==> src/rtl/gbe_pkg.sv <==
// Shared types and constants for the grid escape walker.
`default_nettype none
package gbe_pkg;

	localparam int GRID_WIDTH  = 32;
	localparam int GRID_HEIGHT = 16;

	localparam logic [1:0] CMD_PLACE = 2'd0;
	localparam logic [1:0] CMD_MOVE  = 2'd1;
	localparam logic [1:0] CMD_CLEAR = 2'd2;

	localparam logic [2:0] ST_PLACED  = 3'd0;
	localparam logic [2:0] ST_REFUSED = 3'd1;
	localparam logic [2:0] ST_MOVED   = 3'd2;
	localparam logic [2:0] ST_ESCAPED = 3'd3;
	localparam logic [2:0] ST_TRAPPED = 3'd4;
	localparam logic [2:0] ST_CLEARED = 3'd5;

	localparam logic [2:0] REG_EXIT_LEFT   = 3'd0;
	localparam logic [2:0] REG_EXIT_RIGHT  = 3'd1;
	localparam logic [2:0] REG_EXIT_TOP    = 3'd2;
	localparam logic [2:0] REG_EXIT_BOTTOM = 3'd3;
	localparam logic [2:0] REG_START_COL   = 3'd4;
	localparam logic [2:0] REG_START_ROW   = 3'd5;

	localparam logic [4:0] EXIT_LEFT_RST   = 5'd2;
	localparam logic [4:0] EXIT_RIGHT_RST  = 5'd17;
	localparam logic [3:0] EXIT_TOP_RST    = 4'd2;
	localparam logic [3:0] EXIT_BOTTOM_RST = 4'd7;
	localparam logic [4:0] START_COL_RST   = 5'd9;
	localparam logic [3:0] START_ROW_RST   = 4'd5;

	localparam logic [3:0] NB_COUNT = 4'd9;
	localparam int CMP_W = 8;

	typedef struct packed {
		logic [4:0] exit_left;
		logic [4:0] exit_right;
		logic [3:0] exit_top;
		logic [3:0] exit_bottom;
		logic [4:0] start_col;
		logic [3:0] start_row;
	} cfg_t;

	typedef struct packed {
		logic       capture;
		logic       sweep_wall;
		logic       sweep_dist;
		logic       place_rd;
		logic       place_wr;
		logic       start_walk;
		logic       nb_issue;
		logic       expand_chk;
		logic       deq_rd;
		logic       deq_ld;
		logic       here_rd;
		logic       here_ld;
		logic       trace_take;
		logic       nb_clr;
		logic       set_cat;
		logic       set_start;
		logic       done;
		logic [2:0] res;
	} dp_cmd_t;

	typedef struct packed {
		logic [1:0] cmd_code;
		logic       sweep_last;
		logic       place_ok;
		logic       cat_in_grid;
		logic       nb_done;
		logic       q_empty;
		logic       here_exit;
		logic       dhere_gt2;
		logic       trace_match;
		logic       out_free;
	} dp_stat_t;

endpackage
`default_nettype wire

==> src/rtl/gbe_ctrl.sv <==
// Controller state machine sequencing place, clear, search and traceback.
`default_nettype none
module gbe_ctrl import gbe_pkg::*; (
	input  wire logic     clk,
	input  wire logic     arst_n,
	input  wire logic     in_valid,
	output logic          in_stall,
	output dp_cmd_t       cmd,
	input  wire dp_stat_t st
);

	typedef enum logic [4:0] {
		S_RST_SWEEP, S_IDLE, S_DECODE, S_PL_RD, S_PL_CHK, S_CLR_SWEEP,
		S_MV_SWEEP, S_MV_START, S_EX_ISSUE, S_EX_CHK, S_DEQ_RD, S_DEQ_LD,
		S_HERE_RD, S_HERE_LD, S_TR_TEST, S_TR_ISSUE, S_TR_CHK, S_MV_END, S_FINISH
	} state_t;

	state_t     state_q, state_d;
	logic [2:0] res_q, res_d;
	logic       stall_q;

	always_comb begin
		cmd     = '0;
		cmd.res = res_q;
		state_d = state_q;
		res_d   = res_q;
		unique case (state_q)
			S_RST_SWEEP: begin
				cmd.sweep_wall = 1'b1;
				if (st.sweep_last) state_d = S_IDLE;
			end
			S_IDLE: begin
				if (in_valid) begin
					cmd.capture = 1'b1;
					state_d = S_DECODE;
				end
			end
			S_DECODE: begin
				unique case (st.cmd_code)
					CMD_PLACE: state_d = S_PL_RD;
					CMD_MOVE:  state_d = S_MV_SWEEP;
					CMD_CLEAR: state_d = S_CLR_SWEEP;
					default: begin
						res_d   = ST_REFUSED;
						state_d = S_FINISH;
					end
				endcase
			end
			S_PL_RD: begin
				cmd.place_rd = 1'b1;
				state_d = S_PL_CHK;
			end
			S_PL_CHK: begin
				if (st.place_ok) begin
					cmd.place_wr = 1'b1;
					res_d = ST_PLACED;
				end else begin
					res_d = ST_REFUSED;
				end
				state_d = S_FINISH;
			end
			S_CLR_SWEEP: begin
				cmd.sweep_wall = 1'b1;
				if (st.sweep_last) begin
					cmd.set_start = 1'b1;
					res_d   = ST_CLEARED;
					state_d = S_FINISH;
				end
			end
			S_MV_SWEEP: begin
				cmd.sweep_dist = 1'b1;
				if (st.sweep_last) state_d = S_MV_START;
			end
			S_MV_START: begin
				if (!st.cat_in_grid) begin
					res_d   = ST_TRAPPED;
					state_d = S_FINISH;
				end else begin
					cmd.start_walk = 1'b1;
					state_d = S_EX_ISSUE;
				end
			end
			S_EX_ISSUE: begin
				cmd.nb_issue = 1'b1;
				state_d = S_EX_CHK;
			end
			S_EX_CHK: begin
				cmd.expand_chk = 1'b1;
				state_d = st.nb_done ? S_DEQ_RD : S_EX_ISSUE;
			end
			S_DEQ_RD: begin
				if (st.q_empty) begin
					res_d   = ST_TRAPPED;
					state_d = S_FINISH;
				end else begin
					cmd.deq_rd = 1'b1;
					state_d = S_DEQ_LD;
				end
			end
			S_DEQ_LD: begin
				cmd.deq_ld = 1'b1;
				state_d = S_HERE_RD;
			end
			S_HERE_RD: begin
				cmd.here_rd = 1'b1;
				cmd.nb_clr  = 1'b1;
				state_d = S_HERE_LD;
			end
			S_HERE_LD: begin
				cmd.here_ld = 1'b1;
				state_d = st.here_exit ? S_TR_TEST : S_EX_ISSUE;
			end
			S_TR_TEST: begin
				cmd.nb_clr = 1'b1;
				state_d = st.dhere_gt2 ? S_TR_ISSUE : S_MV_END;
			end
			S_TR_ISSUE: begin
				cmd.nb_issue = 1'b1;
				state_d = S_TR_CHK;
			end
			S_TR_CHK: begin
				cmd.trace_take = 1'b1;
				if (st.trace_match) state_d = S_TR_TEST;
				else if (st.nb_done) state_d = S_MV_END;
				else state_d = S_TR_ISSUE;
			end
			S_MV_END: begin
				cmd.set_cat = 1'b1;
				res_d   = st.here_exit ? ST_ESCAPED : ST_MOVED;
				state_d = S_FINISH;
			end
			S_FINISH: begin
				if (st.out_free) begin
					cmd.done = 1'b1;
					state_d = S_IDLE;
				end
			end
			default: state_d = S_IDLE;
		endcase
	end

	always_ff @(posedge clk or negedge arst_n) begin
		if (!arst_n) begin
			state_q <= S_RST_SWEEP;
			res_q   <= ST_REFUSED;
			stall_q <= 1'b1;
		end else begin
			state_q <= state_d;
			res_q   <= res_d;
			stall_q <= (state_d != S_IDLE);
		end
	end

	assign in_stall = stall_q;

endmodule
`default_nettype wire

==> config.mk <==
export PLATFORM = sky130hd
export DESIGN_NAME = gbe_ctrl
export DESIGN_NICKNAME = d
export VERILOG_FILES = /design/src/rtl/gbe_pkg.sv /design/src/rtl/gbe_ctrl.sv
export SDC_FILE = /design/constraint.sdc
export NUM_CORES = 1
export LEC_CHECK = 0
export BUFFER_PORTS_ARGS = -buffer_cell sky130_fd_sc_hd__buf_2
export CORE_ASPECT_RATIO = 0.7
export CORE_MARGIN = 2
export CORE_UTILIZATION = 54
export CTS_CLUSTER_SIZE = 24
export DETAILED_ROUTE_END_ITERATION = 7
export PLACE_DENSITY = 0.85
export SYNTH_ARGS = -nofsm -noshare
export SYNTH_HDL_FRONTEND = slang
export SYNTH_SLANG_ARGS = --single-unit
==> constraint.sdc <==
create_clock -name clk -period 3.5 [get_ports clk]
set_clock_uncertainty 0.05 [all_clocks]
set_input_delay 0.175 -clock clk [delete_from_list [all_inputs] [get_ports clk]]
set_output_delay 0.175 -clock clk [all_outputs]
set_load 0.1 [all_outputs]
==> reports/results.tsv, run 1 <==
metric	value	unit
ANT nets after route	0	
postcts setup bufs	0	
Synth cell types	46	
reg2reg start	state_q[1]	
fraction of registers with async set/reset	1.00	
Ports	35	
layout cells sized above 1	0.269	
post-synthesis net count	164	
maxcap violations	0	
R2R Setup Slk	1.36	ns
first-pass GRT wire length	5190	um
post-CTS sizing	0	
P&R area growth vs syn	17.4	%
vias per std cell	6.40	
Design Power	1360	uW
Post-Syn Instances	146	
largest net degree at the start of global routing	27	
Clock transition at path regs	0.06	ns
initial core utilization	0.580	
worst skew pair latency	0.27	ns
# DRC	0	
Placer Congestion	0.941	
Setup Total Neg Slack	0	ns
Critical Path RT	3.27	ns
Slowest cell on crit path	dfrtp_1	
Die X	57.6	um
Final Hold Fails	0	
status	completed	
non-filler cells, final	197	
cell leakage power	0.000641	uW
Synth Area in Adders	0.0461	
Layout Nets	194	
Crit Path Class	reg -> out	
CTS tree	yes	
Slew headroom	0.476	
Worst-Margin Slew	0.786	ns
startpoint types	flop	
R2R Path End	res_q[0]	
Root Buffer	clkbuf_4	
CP delay by family, top	simple AND/OR/NAND/NOR gates	
PwrDens	1070	nW/um^2
Post-Syn Area	1080	sq um
routed wire length	3110	um
Final Max Slew Viols	0	
commonest non-fill, non-tap cell in the layout	buf_2	
post-synthesis mux area share	0.0104	
FF-to-FF path depth	5	
Detailed Route Iter0 Violations	118	
Worst EP arrival	2.40	ns
most frequent cells in the layout	buf_2, nor2_1, inv_1, nand2_1	
H-tree depth	1	
XOR/XNOR Fraction of Synth Area	0	
GRT Util Overall	0.271	
Hold WC Path Type	in -> async	
Synth Area in Simple Gates	0.439	
Congestion Overflow GR	0	
Synth Area in Compound Gates	0.220	
hpwl dp	2290	um
CTS buffer count	3	
number of antenna violations at the first check in global routing	0	
Tcrit/Tclk final	0.750	
Core Box Area	1870	sq um
Syn Area/Cell	7.43	sq um
register area share after synthesis	0.210	
CTS max path bufs	2	
Sink Count	9	
worst path bufs/invs	1	
Die ar.	2390	sq um
Initial DRT Pass Iterations	4	
Placed Cells	192	
max incr delay on CP	0.81	ns
most used flip-flop cell after synthesis	dfrtp_1	
crit path cell chain	nor2b_1, nand2_1, nor2_1, buf_2	
n_diodes	0	
vias in the first global route	1167	
input/output buffers	34	
Die Y	41.5	um
unrepaired setup endpoints after global routing	false	
VDD IR max	0.000872	V
Critical Path Sink Type	primary output	
fmax	0.381	GHz
Synth Register Bits	9	
CP max FO	26	
Final setup viols	0	
largest family of logic cells by synthesized area	simple AND/OR/NAND/NOR gates	
number of synthesized flops with an enable pin	0	
routed via count	1260	
Ys Warns	0	
DR WL/cell	15.8	um
num rows	13	
min Tclk post-route	2.62	ns
-- power by group --
| group | switching [uW] | internal [uW] | leakage (uW) |
|---|---|---|---|
| sequential | 164 | 154 | 0.000112 |
| combinational | 683 | 275 | 0.000511 |
| clock | 38.9 | 42.3 | 0.0000177 |
-- cell usage after synthesis, drive strengths merged, types with 2 or more instances --
cell type  number  area [sq um]
nand2           8          30.0
or3b            3          26.3
a21o            2          15.0
a211o           3          26.3
or3             3          18.8
nand3           7          35.0
nor2           14          52.6
o2111ai         2          17.5
o21ai           5          25.0
o22a            2          17.5
nor3            7          35.0
inv             9          33.8
a21oi           4          23.8
and2            3          18.8
ha              4          50.1
nand3b          3          22.5
nor2b           6          37.5
o211ai          2          20.0
nor3b           7          62.6
nand2b          6          37.5
nand4           5          31.3
buf             9          42.5
and3            5          31.3
dfrtp           7           175
dfstp           2          52.6
a31oi           4          25.0
o21bai          2          15.0
-- per-layer routing --
layer / global-route usage / routed length (um)
met5: 0 / 0
met4: 0.0977 / 40
met3: 0.0530 / 340
met2: 0.407 / 1370
met1: 0.384 / 1360
-- stage by stage --
| stage | setup slack, ns | hold slack [ns] | util | area, sq um |
|---|---|---|---|---|
| final | 0.876 | 0.259 | 0.681 | 1270 |
| after global routing | 0.759 | 0.260 | 0.681 | 1270 |
| after CTS | 0.897 | 0.223 | 0.681 | 1270 |
| after detailed placement | 1.20 | -0.0201 | 0.661 | 1240 |
| after global placement | 1.29 | -0.0225 | 0.661 | 1240 |
| after floorplan | 0.252 | -0.171 | - | 1080 |
-- cell families after synthesis --
| kind of cell | Yosys count |
|---|---|
| compound gates | 32 |
| fa+ha+maj | 4 |
| buf+inv | 19 |
| flops | 9 |
| mux | 1 |
| simple gates | 81 |
-- cell type report --
type / instances / area, sq um
multi-input combinational: 118 / 777
fill: 168 / 597
sequential: 9 / 228
timing repair buffer: 35 / 180
inverter: 9 / 33.8
tap: 22 / 27.5
clock buffer: 3 / 22.5
clock inverter: 1 / 5.00
-- worst max-delay path by stage --
stage / slack, ns / start / cells after the start / endpoint
global placement: 1.29 / state_q[1] / 4 / cmd[11]
global route: 0.76 / state_q[0] / 4 / cmd[12]
detailed placement: 1.20 / state_q[0] / 4 / cmd[12]
floorplan: 0.25 / state_q[3] / 4 / cmd[6]
CTS: 0.90 / state_q[0] / 4 / cmd[12]
finish: 0.88 / state_q[0] / 4 / cmd[12]
-- sequential cells by signal, summed over array words and instances (netlist names) --
name      count
state_q       5
res_q         3
in_stall      1
-- what timing repair did --
| action | in CTS | in global routing |
|---|---|---|
| hold endpoints to repair | 9 | 0 |
| hold buffers | 1 | 0 |
| setup endpoints to repair | 0 | 0 |
Note: power is estimated with default switching activity, not from simulation.
==> inputs of run 2 (changes only) <==
- CORE_UTILIZATION: 54 -> 46
- PLACE_DENSITY: 0.85 -> 0.77
- clock period: 3.5 -> 2.4 ns (I/O delays scaled with it)
==> run 2 against run 1 <==
  * Power rose by 55%
  * Critical path type unchanged
  * Clock power is 52% higher
  * First-iteration DRC count grew 13%
  * Non-clock buffer count is 7 higher
  * Critical endpoint is now cmd[18]
  * Global-route usage up 1.7 points
  * Worst hold slack got worse by 0.052 ns
  * Clock-buffer cell count grew 1
  * Combinational power rose by 71%
==> reports/results.tsv, run 2 (synthesized netlist as in run 1, its figures left out) <==
metric	value	unit
CTS max path bufs	2	
worst path bufs/invs	1	
cell leakage power	0.000680	uW
Ports	35	
Tcrit/Tclk final	0.930	
n_diodes	0	
Placer Congestion	0.919	
PwrDens	1530	nW/um^2
worst skew pair latency	0.27	ns
Slowest cell on crit path	dfrtp_1	
Core Box Area	2190	sq um
hpwl dp	2710	um
CTS buffer count	3	
startpoint types	flop	
H-tree depth	1	
Die Y	44.6	um
initial core utilization	0.495	
fmax	0.448	GHz
most frequent cells in the layout	buf_2, nor2_1, inv_1, nand2_1	
CP max FO	13	
Worst EP arrival	2.06	ns
largest net degree at the start of global routing	17	
vias in the first global route	1208	
Top reg by flops	state_q	
Setup Total Neg Slack	0	ns
Slew headroom	0.641	
unrepaired setup endpoints after global routing	false	
max incr delay on CP	0.54	ns
Root Buffer	clkbuf_4	
first-pass GRT wire length	5830	um
Clock transition at path regs	0.06	ns
Worst-Margin Slew	0.535	ns
Sink Count	9	
maxcap violations	0	
Detailed Route Iter0 Violations	133	
R2R Setup Slk	0.44	ns
Critical Path RT	2.23	ns
R2R Path End	in_stall	
VDD IR max	0.000611	V
Largest register FFs	5	
reg2reg start	state_q[0]	
ANT nets after route	0	
routed via count	1330	
FF-to-FF path depth	6	
layout cells sized above 1	0.330	
Critical Path Sink Type	primary output	
routed wire length	3490	um
Hold WC Path Type	in -> async	
CTS tree	yes	
# DRC	0	
num rows	14	
input/output buffers	34	
Die ar.	2770	sq um
min Tclk post-route	2.23	ns
CP delay by family, top	simple AND/OR/NAND/NOR gates	
Crit Path Class	reg -> out	
Final Max Slew Viols	0	
Die X	62.0	um
GRT Util Overall	0.288	
DR WL/cell	16.3	um
Final setup viols	0	
vias per std cell	6.21	
Congestion Overflow GR	0	
commonest non-fill, non-tap cell in the layout	buf_2	
Final Hold Fails	0	
Layout Nets	201	
number of antenna violations at the first check in global routing	0	
Initial DRT Pass Iterations	4	
crit path cell chain	nor3b_2, a21oi_1, nor2_2, buf_2	
P&R area growth vs syn	26.8	%
Design Power	2110	uW
status	completed	
==> run 2: how the worst max path moves through the flow <==
stage / from / endpoint / slack (ns) / cells after the start
2_1_floorplan: state_q[2] / cmd[16] / 0.006 / 3
4_1_cts: state_q[1] / cmd[12] / 0.06 / 5
6_report: state_q[4] / cmd[18] / 0.17 / 4
3_5_place_dp: state_q[1] / cmd[12] / 0.36 / 5
5_1_grt: state_q[0] / cmd[12] / 0.06 / 4
3_3_place_gp: state_q[1] / cmd[12] / 0.35 / 5
==> run 2: cell type report <==
type	count	area, sq um
timing repair buffer	42	248
fill	203	815
sequential	9	228
tap	32	40.0
inverter	9	33.8
multi-input combinational	118	800
clock buffer	4	26.3
==> run 2: per-layer routing <==
layer | global-route usage | part of all wire | vias up
met4 | 0.0809 | 0.014 | 0
li1 | - | - | 612
met5 | 0 | 0 | -
met2 | 0.446 | 0.46 | 88
met1 | 0.409 | 0.42 | 623
met3 | 0.0526 | 0.11 | 7
==> run 2: metrics by stage <==
step / setup WS, ns / cell area [sq um] / cells / hold WS, ns / utilization
after global routing: 0.0586 / 1380 / 214 / 0.194 / 0.628
after CTS: 0.0621 / 1370 / 214 / 0.199 / 0.627
final: 0.167 / 1380 / 214 / 0.206 / 0.628
after detailed placement: 0.361 / 1340 / 209 / -0.0687 / 0.610
after global placement: 0.351 / 1340 / 209 / -0.0801 / 0.610
after floorplan: 0.00588 / 1100 / 146 / -0.226 / -
==> run 2: what timing repair did <==
action	CTS	global route
buffers inserted	0	0
resized for setup	0	1
endpoints found under the setup margin	0	2
hold endpoints to repair	9	0
hold buffers	1	0
==> run 2: power breakdown <==
part,switching [uW],total [uW],internal (uW)
clock network,58.8,123,64.4
logic,1170,1640,470
registers,115,343,228
total,1340,2110,763
==> inputs of run 3 (changes only) <==
- ABC_AREA: default -> 1
- CELL_PAD_IN_SITES_DETAIL_PLACEMENT: default -> 1
- CELL_PAD_IN_SITES_GLOBAL_PLACEMENT: default -> 1
- CORE_UTILIZATION: 46 -> 30
- PLACE_DENSITY: 0.77 -> 0.76
- SLEW_MARGIN: default -> 20
==> run 3 against run 2 <==
  * Synthesized area increased by 3.2%
  * Critical endpoint is now cmd[4]
  * Via count increased by 1.2%
  * Highest routed layer is now met3
  * Critical path type unchanged
  * Synthesized cell count rose by 34%
  * Largest cell class unchanged
==> reports/results.tsv, run 3 <==
metric	value	unit
Root Buffer	clkbuf_8	
num rows	18	
GRT Util Overall	0.188	
Slew headroom	0.677	
first-pass GRT wire length	6070	um
Synth cell types	24	
status	completed	
unrepaired setup endpoints after global routing	false	
CTS max path bufs	2	
Detailed Route Iter0 Violations	117	
most frequent cells in the layout	nand2_1, inv_1, buf_2	
Setup Total Neg Slack	0	ns
input/output buffers	34	
Post-Syn Area	1120	sq um
Tcrit/Tclk final	0.876	
PwrDens	1400	nW/um^2
layout cells sized above 1	0.281	
Comb pwr share	0.748	
routed wire length	3770	um
Final Max Slew Viols	0	
register area share after synthesis	0.203	
area leader, netlist	nand2_1	
n_diodes	0	
routed via count	1346	
P_sw	1300	uW
Die X	77.0	um
worst skew pair latency	0.23	ns
Critical Path RT	2.23	ns
Ports	35	
Core Box Area	3560	sq um
Worst EP arrival	1.93	ns
# DRC	0	
most used flip-flop cell after synthesis	dfrtp_1	
Clock transition at path regs	0.05	ns
min Tclk post-route	2.10	ns
Synth Register Bits	9	
reg2reg start	state_q[0]	
ANT nets after route	0	
Crit Path Class	reg -> out	
H-tree depth	1	
vias per std cell	4.79	
max incr delay on CP	0.43	ns
cell leakage power	0.000927	uW
CTS tree	yes	
Final Hold Fails	0	
initial core utilization	0.315	
vias in the first global route	1192	
Hold WC Path Type	in -> async	
Sink Count	9	
Congestion Overflow GR	0	
number of antenna violations at the first check in global routing	0	
CP max FO	12	
Initial DRT Pass Iterations	4	
worst setup path startpoint	state_q[4]	
Die ar.	4250	sq um
commonest non-fill, non-tap cell in the layout	nand2_1	
most numerous cell in the Yosys netlist	nand2_1	
Reg power frac	0.160	
Ys Warns	0	
Power Internal	649	uW
Design Power	1950	uW
Die Y	55.1	um
Slowest cell on crit path	buf_2	
clock share of power	0.092	
Post-synth top cells	nand2_1, inv_1, nor2_1, nand3_1, nand4_1	
Critical Path Sink Type	primary output	
hpwl dp	3220	um
crit-path most repeated cell	nand2_1	
maxcap violations	0	
number of synthesized flops with an enable pin	0	
Final setup viols	0	
P&R area growth vs syn	24.1	%
Syn Area/Cell	5.74	sq um
startpoint types	flop	
post-synthesis net count	213	
DR WL/cell	13.4	um
Filler cells	510	
Largest register FFs	5	
post-CTS sizing	0	
crit path cell chain	inv_2, nand2_1, nor2_1, nand2_1, nor2_2, buf_2	
synth top area cells	nand2_1, dfrtp_1, inv_1	
VDD IR max	0.000577	V
switching share of total power	0.667	
fraction of registers with async set/reset	1.00	
Post-Syn Instances	195	
Placer Congestion	0.956	
top cell type's share of synthesized area	0.171	
Top reg by flops	state_q	
fmax	0.475	GHz
Sequential Area	228	sq um
WHS	0.217	ns
Worst-Margin Slew	0.488	ns
Core Util, Final	0.391	
Layout Nets	250	
largest net degree at the start of global routing	17	
multi-input logic area	716	sq um
CTS buffer count	3	
FF-to-FF path depth	10	
run 3: cell types whose count changed after synthesis, moves of 6 or more:
cell / before / now
nand2_1: 8 / 51
nand2b_1: 6 / 0
nand2_2: 0 / 6
nand3_1: 7 / 19
buf_2: 7 / 1
nor2b_1: 6 / 0
inv_1: 8 / 35
nor2_2: 0 / 6
nor2_1: 14 / 31
run 3: final cells by class:
class / instances / area share
clock inverter: 1 / 0.00360
tap: 50 / 0.0450
timing repair buffer: 36 / 0.135
sequential: 9 / 0.164
multi-input combinational: 142 / 0.515
inverter: 40 / 0.108
clock buffer: 3 / 0.0297
run 3: per-layer routing:
| metal | track usage | up-vias | wire length, um |
|---|---|---|---|
| met3 | 0.0357 | 0 | 299 |
| met4 | 0 | 0 | 0 |
| li1 | - | 681 | - |
| met2 | 0.289 | 49 | 1610 |
| met5 | 0 | - | 0 |
| met1 | 0.288 | 616 | 1860 |
run 3: final timing paths:
check	end	slack, ns
max	cmd[4]	0.30
min	res_q[1]	0.22
max reg2reg	res_q[1]	0.57
min reg2reg	res_q[0]	0.40
max in group asynchronous	res_q[0]	1.83
min in group clk	state_q[2]	0.22
run 3: power groups by stage:
| stage | Clock (uW) | Sequential [uW] | Combinational [uW] |
|---|---|---|---|
| global placement | 0 | 311 | 1440 |
| detailed placement | 0 | 312 | 1460 |
| finish | 179 | 312 | 1460 |
| global route | 191 | 322 | 1590 |
| floorplan | 0 | 475 | 1040 |
| CTS | 181 | 311 | 1460 |
run 3: kinds of logic (layout without fill, tap and decap cells):
kind of cell | after synthesis | in the layout | synth area share
fa+ha+maj | 4 | 4 | 0.0447
compound gates | 8 | 8 | 0.0413
buf+inv | 44 | 80 | 0.162
simple gates | 130 | 130 | 0.549
flops | 9 | 9 | 0.203
run 3: critical path: cells and delay by family, from the launching register on:
family	cells	cell delay, ns
buffers and inverters	2	0.60
DFF	1	0.39
and+or+nand+nor	4	0.70
run 3: timing repair:
item | in CTS | in global routing
hold buffers | 1 | 0
hold endpoints to repair | 9 | 0
setup buffers | 0 | 0
run 3: stage by stage:
| step | setup WS, ns | std cells | area (sq um) |
|---|---|---|---|
| after global placement | 0.606 | 276 | 1330 |
| after CTS | 0.324 | 281 | 1390 |
| final | 0.297 | 281 | 1390 |
| after global routing | 0.177 | 281 | 1390 |
| after floorplan | -0.0234 | 195 | 1120 |
| after detailed placement | 0.562 | 276 | 1330 |
